--- src/hdl/tcgw_pkg.sv ---
// ----------------------------------------------------------------------------
// Text console glyph writer package
// Shared constants, operation codes and types of the glyph writer.
// ----------------------------------------------------------------------------
`timescale 1ns / 1ps

package tcgw_pkg;

  // Screen geometry.
  localparam int TEXT_COLUMNS = 80;
  localparam int TEXT_ROWS    = 60;
  localparam int LINE_BYTES   = 320;
  localparam int GLYPH_COUNT  = 128;
  localparam int WORD_BYTES   = 4;

  // Field widths.
  localparam int FUNC_W   = 2;
  localparam int CODE_W   = 7;
  localparam int WORD_W   = 32;
  localparam int POS_W    = 7;
  localparam int OFFSET_W = 16;

  // Glyph stores are addressed by the full character code.
  localparam int STORE_DEPTH = 2 ** CODE_W;

  // Rows are counted in pixel-row pairs, so the row index steps by two.
  localparam int ROW_LIMIT = 2 * TEXT_ROWS;

  // Operation codes.
  localparam logic [FUNC_W-1:0] FUNC_PRINT  = 2'd0;
  localparam logic [FUNC_W-1:0] FUNC_LOAD   = 2'd1;
  localparam logic [FUNC_W-1:0] FUNC_CURSOR = 2'd2;

  // Special character codes.
  localparam logic [CODE_W-1:0] CODE_NULL    = 7'd0;
  localparam logic [CODE_W-1:0] CODE_NEWLINE = 7'd10;

  // One drawn character handed from the cursor logic to the output side.
  typedef struct packed {
    logic                emit;
    logic [OFFSET_W-1:0] base;
  } tcgw_job_t;

endpackage

--- src/hdl/tcgw_out.sv ---
// ----------------------------------------------------------------------------
// Output sequencer
// Turns one drawn character into a top beat and a bottom beat, with an
// output register and a second-beat holding register.
// ----------------------------------------------------------------------------
`timescale 1ns / 1ps

module tcgw_out
  import tcgw_pkg::*;
(
  input  logic                clk,
  input  logic                rst,
  input  tcgw_job_t           job,
  input  logic [WORD_W-1:0]   top_word,
  input  logic [WORD_W-1:0]   bottom_word,
  input  logic                out_stall,
  output logic                busy,
  output logic                out_valid,
  output logic [OFFSET_W-1:0] mem_offset,
  output logic [WORD_W-1:0]   pixel_word,
  output logic                last
);

  logic                j_valid;
  logic [OFFSET_W-1:0] j_base;
  logic                b_valid;
  logic [OFFSET_W-1:0] b_offset;
  logic [WORD_W-1:0]   b_word;
  logic                o_free;
  logic                j_move;

  assign o_free = !out_valid || !out_stall;
  assign j_move = j_valid && o_free && !b_valid;
  assign busy   = j_valid && !j_move;

  always_ff @(posedge clk) begin
    if (rst) begin
      j_valid   <= 1'b0;
      b_valid   <= 1'b0;
      out_valid <= 1'b0;
    end else begin
      if (!busy) begin
        j_valid <= job.emit;
      end
      if (j_move) begin
        b_valid <= 1'b1;
      end else if (o_free) begin
        b_valid <= 1'b0;
      end
      if (o_free) begin
        out_valid <= b_valid || j_valid;
      end
    end
  end

  always_ff @(posedge clk) begin
    if (!busy && job.emit) begin
      j_base <= job.base;
    end
    if (j_move) begin
      b_offset <= j_base + OFFSET_W'(LINE_BYTES);
      b_word   <= bottom_word;
    end
    if (o_free) begin
      if (b_valid) begin
        mem_offset <= b_offset;
        pixel_word <= b_word;
        last       <= 1'b1;
      end else begin
        mem_offset <= j_base;
        pixel_word <= top_word;
        last       <= 1'b0;
      end
    end
  end

  // A held bottom beat always sits behind a top beat still on the port.
  a_bottom_behind_top: assert property (@(posedge clk) disable iff (rst)
    b_valid |-> (out_valid && !last))
    else $error("bottom beat held without a top beat on the port");

  // A taken top beat is followed at once by its bottom beat.
  a_pair_order: assert property (@(posedge clk) disable iff (rst)
    (out_valid && !out_stall && !last) |=> (out_valid && last))
    else $error("top beat not followed by its bottom beat");

  // The bottom beat lands one line below the top beat.
  a_pair_offset: assert property (@(posedge clk) disable iff (rst)
    (out_valid && !out_stall && !last) |=>
      (mem_offset == $past(mem_offset) + OFFSET_W'(LINE_BYTES)))
    else $error("bottom beat offset is not one line below the top beat");

endmodule

--- config.mk ---
export PLATFORM = sky130hd
export DESIGN_NAME = tcgw_out
export DESIGN_NICKNAME = d
export VERILOG_FILES = /design/src/hdl/tcgw_pkg.sv /design/src/hdl/tcgw_out.sv
export SDC_FILE = /design/constraint.sdc
export NUM_CORES = 1
export LEC_CHECK = 0
export BUFFER_PORTS_ARGS = -buffer_cell sky130_fd_sc_hd__buf_4
export CAP_MARGIN = 10
export CORE_MARGIN = 2
export CORE_UTILIZATION = 45
export CTS_CLUSTER_DIAMETER = 120
export DETAILED_ROUTE_END_ITERATION = 12
export PLACE_DENSITY = 0.79
export SYNTH_ARGS = -nofsm -noshare
export SYNTH_HDL_FRONTEND = slang
export SYNTH_SLANG_ARGS = --single-unit
export TNS_END_PERCENT = 10
--- constraint.sdc ---
create_clock -name clk -period 2.2 [get_ports clk]
set_input_delay 0.33 -clock clk [delete_from_list [all_inputs] [get_ports clk]]
set_output_delay 0.33 -clock clk [all_outputs]
set_load 0.05 [all_outputs]
After elaboration in Yosys (flattened, before gate mapping):

Index checks and enable logic that the tools add are counted.
W data, S select, Z words.

* bits in registers: 116
* input bits: 84
* logic and storage cells: 27

* add/sub/neg operators: 1
* mux-type cells: 5
* reduce and logical (&&, ||, !) cells: 12

Operators by type and width (number)
* $mux W32: 1
* $add A16 B9 Y16 const B: 1
* $mux W16: 1
* $logic_not A1 Y1: 5
* $logic_and A1 B1 Y1: 4
* $mux W1: 3
* $logic_or A1 B1 Y1: 2
* $reduce_bool A2 Y1: 1

Depth between registers and ports, before layout:

* depth after elaboration: 8
* mapped depth: 4
* gate-level depth less buffers: 3

Worst setup path after synthesis:

OpenSTA, ideal clock, no wires.

* path kind: reg-to-reg
* start: reg out_valid
* end: reg j_base[0] (enable)
* library setup time: 0.370 ns
* data arrival time: 2.017 ns
* required time: 1.830 ns
* path slack: -0.186 ns
* stages on the path, launching flop included: 4
* buffers on the path: 0
* cell sequence: dfxtp_1 > a21oi_1 > nor2_1 > nor2b_1

* longest elaborated chain between the ends: 8

Ends and longest elaborated chain
* start: declaration: RTL line tcgw_out.sv:18 `output logic out_valid,`
* start signal: assignment: RTL line tcgw_out.sv:51 `out_valid <= b_valid || j_valid;`
* $logic_not A1 Y1: RTL line tcgw_out.sv:32 `assign o_free = !out_valid || !out_stall;`
* $logic_or A1 B1 Y1: RTL line tcgw_out.sv:32
* $logic_and A1 B1 Y1 (2 in a row): RTL line tcgw_out.sv:33 `assign j_move = j_valid && o_free && !b_valid;`
* $logic_not A1 Y1: RTL line tcgw_out.sv:34 `assign busy = j_valid && !j_move;`
* $logic_and A1 B1 Y1: RTL line tcgw_out.sv:34
* net busy: RTL line tcgw_out.sv:17 `output logic busy,`
* $logic_not A1 Y1: RTL line tcgw_out.sv:57 `if (!busy && job.emit) begin`
* $logic_and A1 B1 Y1: RTL line tcgw_out.sv:57
* end signal: assignment: RTL line tcgw_out.sv:58 `j_base <= job.base;`
* end: declaration: RTL line tcgw_out.sv:25 `logic [OFFSET_W-1:0] j_base;`

The timed path passes the listed nets, and every way through them passes these cells.
A chain may end at the register's enable or synchronous reset.

Worst setup path in the final report:

* start: reg out_valid
* end: out busy

* longest elaborated chain between the ends: 6

Ends and longest elaborated chain (RTL line)
* $logic_not A1 Y1: tcgw_out.sv:32
* $logic_or A1 B1 Y1: tcgw_out.sv:32
* $logic_and A1 B1 Y1 (2 in a row): tcgw_out.sv:33
* $logic_not A1 Y1: tcgw_out.sv:34
* $logic_and A1 B1 Y1: tcgw_out.sv:34
* end: declaration: tcgw_out.sv:17

Every way passes these cells.

==> out/qor.yml <==
ys_ff_latch: 116
die_area_sq_um: 10300
fp.dieW_um: 101
finalCriticalPeriod_ps: 1730
hold_slack_ps: 65.6
synth_cells: 201
dr.first_iter.drc_count: 83
switchingPower_mw: 1.42
critPathRequiredTime_ps: 1870
hold_path.startpoint: "job[16]"
clk_pin_slew_ps: 50
hpwl_mm: 5.06
cp_top_family: "flip-flops"
worst-path-max-fanout: 4
cp_cell_sequence: "a21oi_1 > nor2_2 > buf_4"
post-place-ws_ps: 342
peakVddDrop_uv: 615
layout-drive-gt1-share_pct: 53.1
rsz0062_at_grt: "no"
cp.arrival_ps: 1400
diodes: 0
first_global_vias: 2551
clkSinkCount: 116
cts_buffers: 17
nNetsFinal: 488
combPwrFrac_pct: 13.6
syn_nets: 286
routed_wl_mm: 8.02
via_per_inst: 4.74
layout_commonest_cell: "buf_4"
endpoint_kind: "output port"
synthDistinctLibCells: 20
fmax_ghz: 0.579
startpoint_type: "register"
cts.path.max_buffers: 2
drc: 0
min_path_type: "in2reg"
finalCritPeriodShare_pct: 78.6
ios: 135
grt_usage_pct: 16.3
start_util_pct: 46.3
postCtsHoldBufs: 49
wl_per_cell_um: 15.3
rows: 35
timing.rr.start: "out_valid"
switching_share_pct: 23.4
slew_violations: 0
cts_root_buffer: "clkbuf_8"
syn-cell-area_sq_um: 4260
slew-limit-headroom_pct: 46.2
drv_cap: 0
port_buffers: 134
cts-resized-gates: 0
setup_viol: 0
cts-htree-levels: 4
crit_type: "reg2out"
gp_congestion: 0.718
syn_area_per_cell_sq_um: 21.2
final_cell_mix: "buf_4, edfxtp_1, dlygate4sd3_1"
clock_latency_ps: 500
cts_tree: "yes"
ant_nets: 0
max_stage_delay_ps: 380
dr.pass1.iters: 4
cts_setup_buffers: 0
grt.overflow.total: 0
worstMarginPinSlew_ps: 804
grt_max_degree: 29
finClkSkew_ps: 8.39
status: "finished clean"
critPathLaunch: "out_valid"
crit_buf_inv: 1
p_clk_share_pct: 42.4
timing.final.ws_setup_ps: 472
power.density_nw_per_um2: 943
antenna_found_initial: 0
p_leak_nw: 2.54
vias: 2488
slowest_stage: "dfxtp_1"
seq_area_frac_synth_pct: 81.1
coreArea_sq_um: 9200
yosysWarnings: 0
areaGrowthSynthToFinish_pct: 51.2
seqPwrFrac_pct: 44.1
dieHeight_um: 101
intPower_mw: 4.65
finalHoldViolCount: 0
grt_pass1_wl_mm: 12.2
==> cells in the mapped netlist <==
cell type	number	area share, %
edfxtp_1	113	80
xor2_1	1	0.21
buf_6	6	1.6
xnor2_1	7	1.4
dfxtp_1	3	1.4
nor2_1	2	0.18
a21oi_1	4	0.47
o2111ai_1	1	0.21
inv_1	3	0.26
ha_1	1	0.29
nand3_1	1	0.12
nand2b_1	1	0.15
o21ba_2	1	0.24
and4_1	1	0.21
nand2_1	4	0.35
mux2_2	47	12
o21ai_0	2	0.24
nand4b_1	1	0.21
o211ai_1	1	0.18
nor2b_1	1	0.15
==> power by group through the flow <==
stage                     registers [mW]  logic [mW]  clock network, mW
after floorplan                     3.03       0.157                  0
after global placement              2.71       0.745                  0
after detailed placement            2.72       0.754                  0
after CTS                           2.68       0.827               2.63
after global routing                2.69       0.864               2.74
final                               2.68       0.823               2.57
==> final timing paths <==
path,endpoint,slack [ps],cells after the start
max,busy,470,3
max reg2reg,j_base[0],480,3
min,j_valid,70,2
min reg2reg,b_offset[3],440,0
==> cell type report <==
| cell class | instances | area (sq um) |
|---|---|---|
| Multi-Input combinational cell | 76 | 733 |
| Fill cell | 605 | 2760 |
| Tap cell | 111 | 139 |
| Timing Repair Buffer | 189 | 1540 |
| Sequential cell | 116 | 3450 |
| Clock inverter | 13 | 143 |
| Clock buffer | 17 | 414 |
| Inverter | 3 | 11.3 |
==> state kept, by name, summed over array words and instances, names as in the netlist <==
register    cells
mem_offset     16
out_valid       1
b_word         32
pixel_word     32
last            1
j_base         16
j_valid         1
b_valid         1
b_offset       16
==> logic make-up (layout without fill, tap and decap cells) <==
| logic type | after synthesis | after routing | share of synthesized area (%) |
|---|---|---|---|
| AOI/OAI and AO/OA | 9 | 9 | 1.32 |
| xor gates and xnor gates | 8 | 8 | 1.65 |
| adders and majority gates | 1 | 1 | 0.294 |
| buffers and inverters | 9 | 222 | 1.85 |
| DFF | 116 | 116 | 81.1 |
| muxes | 47 | 47 | 12.4 |
| and+or+nand+nor | 11 | 11 | 1.35 |
==> layer usage <==
| layer | part of all wire (%) | global-route usage [%] |
|---|---|---|
| met2 | 54 | 28.5 |
| met3 | 5.2 | 5.31 |
| met1 | 40 | 18.5 |
| met5 | 0 | 0 |
| met4 | 1.0 | 6.86 |
==> stage by stage <==
stage | cells | util [%] | total power [mW] | area, sq um | TNS [ps]
2_1_floorplan | 201 | - | 3.19 | 4260 | -1850
3_3_place_gp | 446 | 58.6 | 3.46 | 5390 | 0
3_5_place_dp | 446 | 58.6 | 3.47 | 5390 | 0
4_1_cts | 525 | 70.0 | 6.13 | 6440 | 0
5_1_grt | 525 | 70.0 | 6.29 | 6440 | 0
6_report | 525 | 70.0 | 6.07 | 6440 | 0
No activity file was read; power rests on OpenSTA's default activity.
