<file path="src/hdl/tcgw_pkg.sv">
// ----------------------------------------------------------------------------
// Text console glyph writer package
// Shared constants, operation codes and types of the glyph writer.
// ----------------------------------------------------------------------------
`timescale 1ns / 1ps

package tcgw_pkg;

  // Screen geometry.
  localparam int TEXT_COLUMNS = 80;
  localparam int TEXT_ROWS    = 60;
  localparam int LINE_BYTES   = 320;
  localparam int GLYPH_COUNT  = 128;
  localparam int WORD_BYTES   = 4;

  // Field widths.
  localparam int FUNC_W   = 2;
  localparam int CODE_W   = 7;
  localparam int WORD_W   = 32;
  localparam int POS_W    = 7;
  localparam int OFFSET_W = 16;

  // Glyph stores are addressed by the full character code.
  localparam int STORE_DEPTH = 2 ** CODE_W;

  // Rows are counted in pixel-row pairs, so the row index steps by two.
  localparam int ROW_LIMIT = 2 * TEXT_ROWS;

  // Operation codes.
  localparam logic [FUNC_W-1:0] FUNC_PRINT  = 2'd0;
  localparam logic [FUNC_W-1:0] FUNC_LOAD   = 2'd1;
  localparam logic [FUNC_W-1:0] FUNC_CURSOR = 2'd2;

  // Special character codes.
  localparam logic [CODE_W-1:0] CODE_NULL    = 7'd0;
  localparam logic [CODE_W-1:0] CODE_NEWLINE = 7'd10;

  // One drawn character handed from the cursor logic to the output side.
  typedef struct packed {
    logic                emit;
    logic [OFFSET_W-1:0] base;
  } tcgw_job_t;

endpackage

</file>
<file path="src/hdl/tcgw_cursor.sv">
// ----------------------------------------------------------------------------
// Cursor tracker
// Holds the cursor, decodes each accepted beat and forms the byte offset
// of a drawn character.
// ----------------------------------------------------------------------------
`timescale 1ns / 1ps

module tcgw_cursor
  import tcgw_pkg::*;
(
  input  logic              clk,
  input  logic              rst,
  input  logic              accept,
  input  logic [FUNC_W-1:0] func,
  input  logic [CODE_W-1:0] char_code,
  input  logic [POS_W-1:0]  cursor_col_in,
  input  logic [POS_W-1:0]  cursor_row_in,
  output tcgw_job_t         job
);

  logic [POS_W-1:0] cursor_column;
  logic [POS_W-1:0] cursor_row;
  logic [POS_W-1:0] cursor_column_next;
  logic [POS_W-1:0] cursor_row_next;
  logic [POS_W-1:0] row_step;
  logic [POS_W-1:0] row_wrapped;
  logic [POS_W-1:0] col_step;
  logic [POS_W-1:0] set_col;
  logic [POS_W-1:0] set_row;
  logic             is_print;
  logic [31:0]      base_full;

  assign row_step    = cursor_row + POS_W'(2);
  assign row_wrapped = (32'(row_step) >= ROW_LIMIT) ? '0 : row_step;
  assign col_step    = cursor_column + POS_W'(1);

  assign set_col = (32'(cursor_col_in) >= TEXT_COLUMNS) ? POS_W'(TEXT_COLUMNS - 1)
                                                        : cursor_col_in;
  assign set_row = (32'({cursor_row_in[POS_W-1:1], 1'b0}) >= ROW_LIMIT)
                   ? POS_W'(ROW_LIMIT - 2) : {cursor_row_in[POS_W-1:1], 1'b0};

  assign is_print = (func == FUNC_PRINT) && (char_code != CODE_NULL)
                    && (char_code != CODE_NEWLINE);

  assign base_full = 32'(cursor_row) * 32'(LINE_BYTES)
                   + 32'(cursor_column) * 32'(WORD_BYTES);

  assign job.emit = accept && is_print;
  assign job.base = base_full[OFFSET_W-1:0];

  always_comb begin
    cursor_column_next = cursor_column;
    cursor_row_next    = cursor_row;
    case (func)
      FUNC_CURSOR: begin
        cursor_column_next = set_col;
        cursor_row_next    = set_row;
      end
      FUNC_PRINT: begin
        if (char_code == CODE_NEWLINE) begin
          cursor_column_next = '0;
          cursor_row_next    = row_wrapped;
        end else if (char_code != CODE_NULL) begin
          if (32'(col_step) >= TEXT_COLUMNS) begin
            cursor_column_next = '0;
            cursor_row_next    = row_wrapped;
          end else begin
            cursor_column_next = col_step;
          end
        end
      end
      default: begin
      end
    endcase
  end

  always_ff @(posedge clk) begin
    if (rst) begin
      cursor_column <= '0;
      cursor_row    <= '0;
    end else if (accept) begin
      cursor_column <= cursor_column_next;
      cursor_row    <= cursor_row_next;
    end
  end

endmodule

</file>
<file path="config.mk">
export PLATFORM = sky130hd
export DESIGN_NAME = tcgw_cursor
export DESIGN_NICKNAME = d
export VERILOG_FILES = /design/src/hdl/tcgw_pkg.sv /design/src/hdl/tcgw_cursor.sv
export SDC_FILE = /design/constraint.sdc
export NUM_CORES = 1
export LEC_CHECK = 0
export ABC_AREA = 1
export BUFFER_PORTS_ARGS = -buffer_cell sky130_fd_sc_hd__buf_2
export CAP_MARGIN = 0
export CELL_PAD_IN_SITES_DETAIL_PLACEMENT = 0
export CELL_PAD_IN_SITES_GLOBAL_PLACEMENT = 1
export CORE_MARGIN = 8
export CORE_UTILIZATION = 38
export DETAILED_ROUTE_END_ITERATION = 16
export GPL_TIMING_DRIVEN = 0
export PLACE_DENSITY_LB_ADDON = 0.1
export SLEW_MARGIN = 20
export SYNTH_ARGS = -nofsm -noshare
export SYNTH_HDL_FRONTEND = slang
export SYNTH_SLANG_ARGS = --single-unit
</file>
<file path="constraint.sdc">
create_clock -name clk -period 4.5 [get_ports clk]
set_input_delay 0.9 -clock clk [delete_from_list [all_inputs] [get_ports clk]]
set_output_delay 0.9 -clock clk [all_outputs]
set_load 0.03 [all_outputs]
</file>
Yosys cells after proc, flatten, opt, wreduce, memory -nomap -nowiden
Index checks and enable logic that the tools add are counted.
W data, S select, Z words.
{"block": "classes", "n_eq_ne": 5, "n_addsub": 3, "n_mul": 1, "mux": 11, "magnitude_cmp": 4, "n_reduce_logical": 8}
{"cell": "$mux W7", "n": 9}
{"cell": "$ge A7 B7 Y1 const B", "n": 4}
{"cell": "$pmux W7 S2", "n": 2}
{"cell": "$add A16 B9 Y16", "n": 1}
{"cell": "$mul A7 B3 Y10 const B", "n": 1}
{"cell": "$add A7 B1 Y7 const B", "n": 1}
{"cell": "$add A7 B2 Y7 const B", "n": 1}
{"cell": "$eq A7 B4 Y1 const B", "n": 1}
{"cell": "$ne A7 B4 Y1 const B", "n": 1}
{"cell": "$reduce_bool A7 Y1", "n": 1}
{"cell": "$ne A3 B1 Y1 const B", "n": 2}
{"cell": "$reduce_and A4 Y1", "n": 1}
{"cell": "$logic_and A1 B1 Y1", "n": 3}
{"cell": "$reduce_and A3 Y1", "n": 1}
{"cell": "$eq A2 B2 Y1 const B", "n": 1}
{"cell": "$logic_not A2 Y1", "n": 1}
{"cell": "$reduce_bool A2 Y1", "n": 1}
{"block": "word_totals", "in_bits": 26, "ff_bits": 14}

Depth between registers and ports, before layout
Gate-level depths: netlist (run 1).
{"block": "depth", "word_depth": 7, "depth_mapped": 13}

Least setup slack after synthesis (run 1)
Ideal clock, no wire load.
{"block": "synth_timing", "path_type": "flip-flop to output port", "start": "register cursor_row[2]", "end": "output job[15] (netlist bit)", "t_arrival_ns": 2.336, "required_time_ns": 3.600, "path_stages_with_launch": 8, "n_path_buf": 0, "setup_slack_ns": 1.264, "cell_sequence": "dfxtp_1 > ha_1 > fa_1 > nand3_1 > nand2_1 > xor2_1 > nand3b_1 > o21ai_0"}
{"element": "from (decl)", "line": "tcgw_cursor.sv:22", "text": "logic [POS_W-1:0] cursor_row;"}
{"element": "from (signal assigned)", "line": "tcgw_cursor.sv:83", "text": "cursor_row <= cursor_row_next;"}
{"element": "to (decl)", "line": "tcgw_cursor.sv:18", "text": "output tcgw_job_t job"}

==> reports/results.ini, run 1 <==
[status]
outcome=finished, final reports clean

[critical_path]
crit_chain=ha_1 -> fa_1 -> nand3_1 -> nor2_1 -> inv_1 -> nor2_1 -> xnor2_1 -> buf_2
startpoint_type=flip-flop
crit_end=job[13]
crit_start=cursor_row[2]
cpPeakStageDelay_ns=0.61
cp_top_family=adder cells
timing.rr.end=cursor_row[2]
cp_common_cell=nor2_1
cp.depth=8
reg2reg_from=cursor_column[1]
crit_arrival_ns=2.43
reg2reg_slack_ns=2.80
critPathKind=reg2out
cp_data_required_time_ns=3.60
path_buf_inv=2
path_max_fanout=5
r2r_cells=11
cp_slowest_cell=fa_1
worst_setup_path_end_kind=primary output

[sta]
fin_worst_skew_ns=0.00182
fmax_mhz=300
min_period_ns=3.33
setup_viol=0
rsz0062_at_grt=no
fin_crit_sh_pct=74.0
drv_slew=0
finalHoldViolCount=0
tns_ns=0

[grt]
grtUsageTotal_pct=12.4
antenna_found_initial=0
grt_overflow=0
grt_max_degree=11
grt_pass1_vias=1633
grt_first_pass_wirelength_mm=6.69

[final_layout]
syn_to_final_growth_pct=19.7
drive_above_1_share_pct=22.8
layout.nets=343
fill_cells=458
n_antenna_cell=0

[placement]
place.gp.congestion=0.816
port-buffer-count=39
dp_hpwl_mm=3.14

[drt]
ant_nets=0
wl_met2_mm=1.72
drt-initial-drc-count=51
avgViaCountPerCell=4.56
met3WireLength_um=146
drc=0
wl_mm=3.71
routed.top_layer=met4
routed-via-count=1604
wl_met1_mm=1.81
wl_per_cell_um=10.5
drtPass1Iterations=4

[pwr]
combinationalPowerShare_pct=40.7
power_frac_seq_pct=33.3
ir_drop_mv=0.101
power.total_mw=0.405
switching_share_pct=39.0
leakage_nw=1.11
p_per_area_nw_per_um2=215
intPower_mw=0.247
p_sw_mw=0.158
p_clk_share_pct=26.0

[floorplan]
die_w_um=80.4
core_area_um2=4000
row_count=23
start_util_pct=39.3
die_h_um=80.4
die-area_um2=6460
io_pins=43

[clocking]
postCtsSetupBuffers=0
cts_tree=built
cts_buffers=3
insertion_delay_ns=0.24
path_clk_slew_ns=0.06
clock_path_buffers=2
cts_sinks=13
holdBufCountCts=0
cts_root_buffer=clkbuf_8
cts_htree_levels=1
post_cts_resized=0

[synth]
synth_area_um2=1570
ys_seq_area_share_pct=16.5
ys_ff_latch=13
ys.warnings.count=0
netlist_instances=257
ys_types=30
synth_area_per_cell_um2=6.12

[hold_path]
hold_path.class=reg2reg

[run]
cap_violations=0

## cell usage in the layout, fill, tap and decap left out, types with 2 or more instances in the layout
cell type  count
a21oi_1        8
buf_2         40
buf_4          7
clkbuf_8       3
clkinv_1       2
conb_1         3
dfxtp_1       13
ha_1          13
inv_1         38
nand2_1       65
nand2_2        4
nand2_4        2
nand3_1       27
nand3_2        2
nand3b_1       4
nand4_1        3
nor2_1        31
nor2_2         4
o21ai_0       11
xnor2_1        2
xor2_1         9
## final cells by class
cell class                      count  area [µm²]  share of cell area (%)
Buffer                              9        68.8                    3.65
Clock buffer                        4        45.0                    2.39
Inverter                           41         154                    8.17
Multi-Input combinational cell    196        1100                    58.3
Sequential cell                    13         260                    13.8
Tap cell                           50        62.6                    3.32
Timing Repair Buffer               39         195                    10.4
## state kept, by name, summed over array words and instances (netlist names)
signal	flops
cursor_column	7
cursor_row	6
## worst min-delay path by stage
stage / depth (start not counted) / startpoint / slack [ns] / to
after floorplan: 2 / cursor_column[6] / 0.53 / cursor_column[6]
after global placement: 2 / cursor_column[6] / 0.57 / cursor_column[6]
after detailed placement: 4 / cursor_column[1] / 0.57 / cursor_column[1]
after CTS: 4 / cursor_column[1] / 0.58 / cursor_column[1]
after global routing: 2 / cursor_column[4] / 0.61 / cursor_column[4]
final: 4 / cursor_column[1] / 0.58 / cursor_column[1]
## power by group through the flow
stage | combinational, mW | clock [mW] | sequential [mW]
global placement | 0.165 | 0 | 0.138
detailed placement | 0.166 | 0 | 0.138
CTS | 0.167 | 0.108 | 0.135
finish | 0.165 | 0.105 | 0.135
floorplan | 0.123 | 0 | 0.134
global route | 0.186 | 0.112 | 0.137
## worst register-to-register path, stage by stage (launching register included)
cell and delay (ns):
dfxtp_1 0.38, ha_1 0.23, nand2_2 0.08, nor2_2 0.13, nand3b_1 0.10, nand2_2 0.11, nand2_4 0.09, nand2_4 0.07
nand2_2 0.08, buf_6 0.15, nor2_1 0.12, nor2_2 0.05
## synthesized netlist by cell type (all sizes together)
cell type,count,share of area [%]
a21o,1,0.48
a21oi,9,3.6
and2,1,0.40
buf,9,4.4
clkinv,2,0.48
conb,1,0.24
dfxtp,13,17
fa,1,1.3
ha,13,10
inv,39,9.3
nand2,71,19
nand3,29,9.9
nand3b,4,1.9
nand4,3,1.2
nor2,37,11
o21ai,12,4.1
or2,1,0.40
xnor2,2,1.1
xor2,9,5.0
## through the flow
step	hold WS, ns	instances	util, %	cell area, µm²	worst slack [ns]
CTS	0.583	352	47.1	1880	1.13
finish	0.577	352	47.1	1880	1.17
global placement	0.572	348	46.0	1840	1.43
floorplan	0.534	259	-	1580	1.26
global route	0.609	352	47.1	1880	0.969
detailed placement	0.572	348	46.0	1840	1.41
## kinds of logic after synthesis
logic type	synth area share, %
AND/OR/NAND/NOR	43.2
flip-flops	16.5
other	0.238
AO/OA/AOI/OAI	8.11
adder cells (fa/ha/maj)	11.6
XOR/XNOR	6.12
buffers and inverters	14.1
## layer usage
layer | GRT usage, % | up-vias
met3 | 3.01 | 4
met2 | 22.5 | 29
met1 | 14.2 | 682
met5 | 0 | -
met4 | 2.18 | 0
li1 | - | 889
Power figures use the tool's default switching activity.
==> inputs of run 2 (changes only) <==
- CORE_UTILIZATION: 38 -> 36
- clock period: 4.5 -> 3.1 ns (I/O delays scaled with it)
==> reports/results.ini, run 2 (same netlist as run 1, synthesis figures left out) <==
[clocking]
insertion_delay_ns=0.25  ; about the same
clock_path_buffers=2  ; unchanged
cts_sinks=13  ; unchanged
cts_htree_levels=1  ; unchanged
cts_tree=built
path_clk_slew_ns=0.06  ; about the same
cts_buffers=3  ; unchanged
holdBufCountCts=0  ; unchanged
cts_root_buffer=clkbuf_8

[pwr]
ir_drop_mv=0.224  ; +120%
p_per_area_nw_per_um2=311  ; +45%
leakage_nw=1.11  ; about the same
switching_share_pct=39.1  ; +0.15 points
p_clk_share_pct=26.6  ; +0.6 points
p_sw_mw=0.231  ; +47%
power_frac_seq_pct=33.3  ; about the same
intPower_mw=0.360  ; +46%
combinationalPowerShare_pct=40.1  ; -0.6 points

[hold_path]
hold_path.class=reg2reg

[final_layout]
n_antenna_cell=0  ; unchanged
final_common_cell=nand2_1
instances_no_fill=354  ; +0.57%
syn_to_final_growth_pct=20.7
largest_register=cursor_column
layout.nets=343  ; unchanged
reg.largest.list=cursor_column: 7 flops, cursor_row: 6 flops
fill_cells=482  ; +5.2%
largest_reg_flops=7  ; unchanged
drive_above_1_share_pct=24.5  ; +1.7 points
seqCellArea_um2=265  ; +1.9%
final_cell_mix=nand2_1 (65), inv_1 (38), buf_2 (38)
multiInputGateArea_um2=1100  ; +0.23%

[sta]
fin_worst_skew_ns=0.00700  ; +0.00518 ns
fin_crit_sh_pct=94.6
finalHoldViolCount=0  ; unchanged
fmax_mhz=341
rsz0062_at_grt=no
min_period_ns=2.93
drv_slew=0  ; unchanged
setup_viol=0  ; unchanged
tns_ns=0  ; unchanged

[drt]
drt-initial-drc-count=43  ; -16%
wl_mm=3.57  ; -3.7%
avgViaCountPerCell=4.45  ; -2.2%
routed-via-count=1577  ; -1.7%
drtPass1Iterations=4  ; unchanged
wl_per_cell_um=10.1  ; -4.2%
drc=0  ; unchanged
ant_nets=0  ; unchanged

[floorplan]
die-area_um2=6740  ; +4.4%
die_h_um=82.1  ; +2.2%
io_pins=43  ; unchanged
start_util_pct=36.7  ; -2.7 points
die_w_um=82.1  ; +2.2%
core_area_um2=4290  ; +7.4%
row_count=24  ; +4.3%

[grt]
antenna_found_initial=0  ; unchanged
grt_pass1_vias=1553  ; -4.9%
grt_overflow=0  ; unchanged
grt_max_degree=11  ; unchanged
grt_first_pass_wirelength_mm=6.45  ; -3.5%
grtUsageTotal_pct=11.9  ; -0.50 points

[placement]
dp_hpwl_mm=3.02  ; -3.9%
place.gp.congestion=0.754  ; -7.6%
port-buffer-count=39  ; unchanged
place_inst=350  ; +0.57%

[critical_path]
cp_slowest_cell=fa_1
crit_arrival_ns=2.31  ; -0.12 ns
path_buf_inv=2  ; unchanged
cpPeakStageDelay_ns=0.59  ; -0.02 ns
startpoint_type=flip-flop
crit_chain=ha_1 -> fa_1 -> nand3_1 -> nor2_2 -> inv_1 -> nor2_1 -> xnor2_1 -> clkbuf_4
path_max_fanout=5  ; unchanged
worst_setup_path_end_kind=primary output
critPathKind=reg2out
cp_top_family=adder cells
cp_data_required_time_ns=2.48  ; -1.12 ns

[run]
cap_violations=0  ; unchanged

[status]
outcome=finished, final reports clean

==> run 2: final cells by class <==
type / instances / area share [%]
well taps: 52 / 3.43
flip-flops and latches: 13 / 14.0
repair buffers: 39 / 10.5
clock buffers: 4 / 2.37
inverters: 41 / 8.10
plain buffers: 9 / 3.62
multi-input cells: 196 / 58.0
==> run 2: through the flow <==
| step | power (mW) | utilization, % | worst slack [ns] | hold slack, ns | area, µm² |
|---|---|---|---|---|---|
| after floorplan | 0.373 | - | 0.144 | 0.534 | 1580 |
| after global placement | 0.440 | 42.9 | 0.319 | 0.569 | 1840 |
| after detailed placement | 0.439 | 42.9 | 0.335 | 0.569 | 1840 |
| after CTS | 0.601 | 43.9 | 0.0576 | 0.583 | 1890 |
| after global routing | 0.643 | 44.2 | 0.000431 | 0.600 | 1900 |
| final | 0.591 | 44.2 | 0.167 | 0.563 | 1900 |
==> run 2: path summary, 6_finish.rpt <==
path | start | to | slack [ns] | cells after the start
worst min register to register | cursor_row[2] | cursor_row[2] | 0.56 | 4
worst max-delay path | cursor_row[2] | job[13] | 0.17 | 8
worst min-delay path | cursor_row[2] | cursor_row[2] | 0.56 | 4
worst max register to register | cursor_column[0] | cursor_row[4] | 1.41 | 11
==> run 2: worst register-to-register path, stage by stage, from the launching register on <==
cell and delay, ns:
dfxtp_1 0.39, ha_1 0.23, nand2_2 0.08, nor2_2 0.13, nand3b_1 0.09, nand2_2 0.11
nand2_4 0.09, nand2_4 0.07, nand2_2 0.07, buf_6 0.15, nor2_1 0.12, nor2_1 0.06
==> run 2: timing repair <==
item | in CTS | in global routing
hold endpoints to repair | 0 | 0
buffers inserted | 0 | 0
resized for setup | 0 | 8
setup endpoints to repair | 0 | 3
==> run 2: power groups by stage <==
stage          registers, mW  logic [mW]  clock network, mW
2_1_floorplan          0.195       0.179                  0
4_1_cts                0.197       0.240              0.164
3_5_place_dp           0.200       0.239                  0
5_1_grt                0.200       0.269              0.174
3_3_place_gp           0.200       0.239                  0
6_report               0.197       0.237              0.157
==> run 2: metal layers <==
layer | GRT usage [%] | share of wire (%) | vias to the layer above
met2 | 21.9 | 48 | 20
met4 | 2.63 | 0.59 | 0
met1 | 13.2 | 48 | 673
met5 | 0 | 0 | -
li1 | - | - | 882
met3 | 3.25 | 3.8 | 2
==> inputs of run 3 (changes only) <==
- CORE_UTILIZATION: 36 -> 37
- CTS_BUF_LIST: default -> sky130_fd_sc_hd__clkbuf_4 sky130_fd_sc_hd__clkbuf_8
==> reports/results.ini, run 3 (same netlist as run 1, synthesis figures left out) <==
[final_layout]
final_common_cell=nand2_1
layout.nets=344  ; +0.29%
reg.largest.list=cursor_column: 7 flops, cursor_row: 6 flops
final_cell_mix=nand2_1 (65), inv_1 (38), buf_2 (37)
drive_above_1_share_pct=25.4  ; +0.91 points
instances_no_fill=353  ; -0.28%
largest_register=cursor_column
largest_reg_flops=7  ; unchanged
syn_to_final_growth_pct=21.7
final_util_pct=47.2  ; +3.0 points
n_antenna_cell=0  ; unchanged

[drt]
drc=0  ; unchanged
avgViaCountPerCell=4.54  ; +1.8%
drt-initial-drc-count=72  ; +67%
drtPass1Iterations=4  ; unchanged
routed-via-count=1601  ; +1.5%
ant_nets=0  ; unchanged
wl_mm=3.68  ; +2.9%
wl_per_cell_um=10.4  ; +3.2%

[sta]
drv_slew=0  ; unchanged
setup_viol=0  ; unchanged
min_period_ns=2.90  ; -0.0352 ns
fin_worst_skew_ns=0.00579  ; -0.00121 ns
finalHoldViolCount=0  ; unchanged
tns_ns=0  ; unchanged
fin_crit_sh_pct=93.5  ; -1.1 points
whs_ns=0.574  ; +0.0114 ns
fmax_mhz=345  ; +1.2%

[critical_path]
critPathKind=reg2out
reg2reg_slack_ns=1.37  ; -0.04 ns
crit_arrival_ns=2.28  ; -0.03 ns
cp_data_required_time_ns=2.48  ; about the same
worst_setup_path_end_kind=primary output
reg2reg_from=cursor_column[0]
path_max_fanout=6  ; +1
crit_start=cursor_row[3]
startpoint_type=flip-flop

[floorplan]
core_area_um2=4060  ; -5.5%
die_h_um=81.2  ; -1.1%
start_util_pct=38.8  ; +2.1 points
die_w_um=81.2  ; -1.1%
io_pins=43  ; unchanged
row_count=23  ; -4.2%
die-area_um2=6600  ; -2.2%

[clocking]
cts_htree_levels=1  ; unchanged
cts_buffers=3  ; unchanged
cts_tree=built
holdBufCountCts=0  ; unchanged
cts_root_buffer=clkbuf_8
clock_path_buffers=2  ; unchanged
path_clk_slew_ns=0.05  ; about the same
cts_sinks=13  ; unchanged
insertion_delay_ns=0.24  ; about the same

[placement]
port-buffer-count=39  ; unchanged
place.gp.congestion=0.799  ; +5.9%
place_inst=348  ; -0.57%
dp_hpwl_mm=3.09  ; +2.4%

[grt]
grt_overflow=0  ; unchanged
grt_pass1_vias=1571  ; +1.2%
grt_max_degree=11  ; unchanged
grt_first_pass_wirelength_mm=6.53  ; +1.3%
antenna_found_initial=0  ; unchanged
grtUsageTotal_pct=11.9  ; about the same

[hold_path]
hp-start=cursor_row[2]
hold_path.class=reg2reg

[status]
outcome=finished, final reports clean

[run]
cap_violations=0  ; unchanged

[pwr]
p_per_area_nw_per_um2=313  ; +0.68%
leakage_nw=1.12  ; +0.75%
ir_drop_mv=0.184  ; -18%

==> run 3: final cells by class <==
class / count / area, µm²
fillers: 455 / 2140
multi-input cells: 196 / 1110
flip-flops and latches: 13 / 264
repair buffers: 40 / 210
inverters: 41 / 154
plain buffers: 9 / 68.8
well taps: 50 / 62.6
clock buffers: 4 / 48.8
==> run 3: power by group <==
group | internal, mW | leakage [nW] | total [mW] | switching [mW]
Clock | 0.0996 | 0.0262 | 0.164 | 0.0644
Combinational | 0.0902 | 0.984 | 0.240 | 0.150
Sequential | 0.180 | 0.108 | 0.197 | 0.0171
Total | 0.369 | 1.12 | 0.600 | 0.231
==> run 3: worst max-delay path, cell delays in order (launching register included) <==
cell and delay [ns]:
dfxtp_1 0.45, ha_1 0.28, ha_1 0.36, nand2_1 0.11
nand3_1 0.10, xor2_1 0.20, inv_1 0.08, nand3b_1 0.14
inv_1 0.05, nand2_1 0.05, nand2_1 0.04, clkbuf_4 0.17
==> run 3: what timing repair did <==
action / in CTS / in global routing
setup buffers: 0 / 1
gates resized for setup: 0 / 10
endpoints found under the setup margin: 0 / 4
==> run 3: per-stage QoR <==
step	worst slack, ns	area, µm²	total power, mW
after floorplan	0.144	1580	0.373
after global placement	0.322	1840	0.440
after detailed placement	0.316	1840	0.439
after CTS	0.0466	1890	0.606
after global routing	-0.00196	1920	0.642
final	0.202	1920	0.600
==> run 3: path summary, 6_finish.rpt <==
path / to / depth (start not counted)
min reg2reg: cursor_row[2] / 4
max: job[14] / 11
min: cursor_row[2] / 4
max reg2reg: cursor_row[5] / 11
==> run 3: per-layer routing <==
metal,part of all wire [%],GRT usage (%)
met2,45,20.1
met1,49,14.6
met3,5.2,2.76
met5,0,0
met4,0.52,3.39
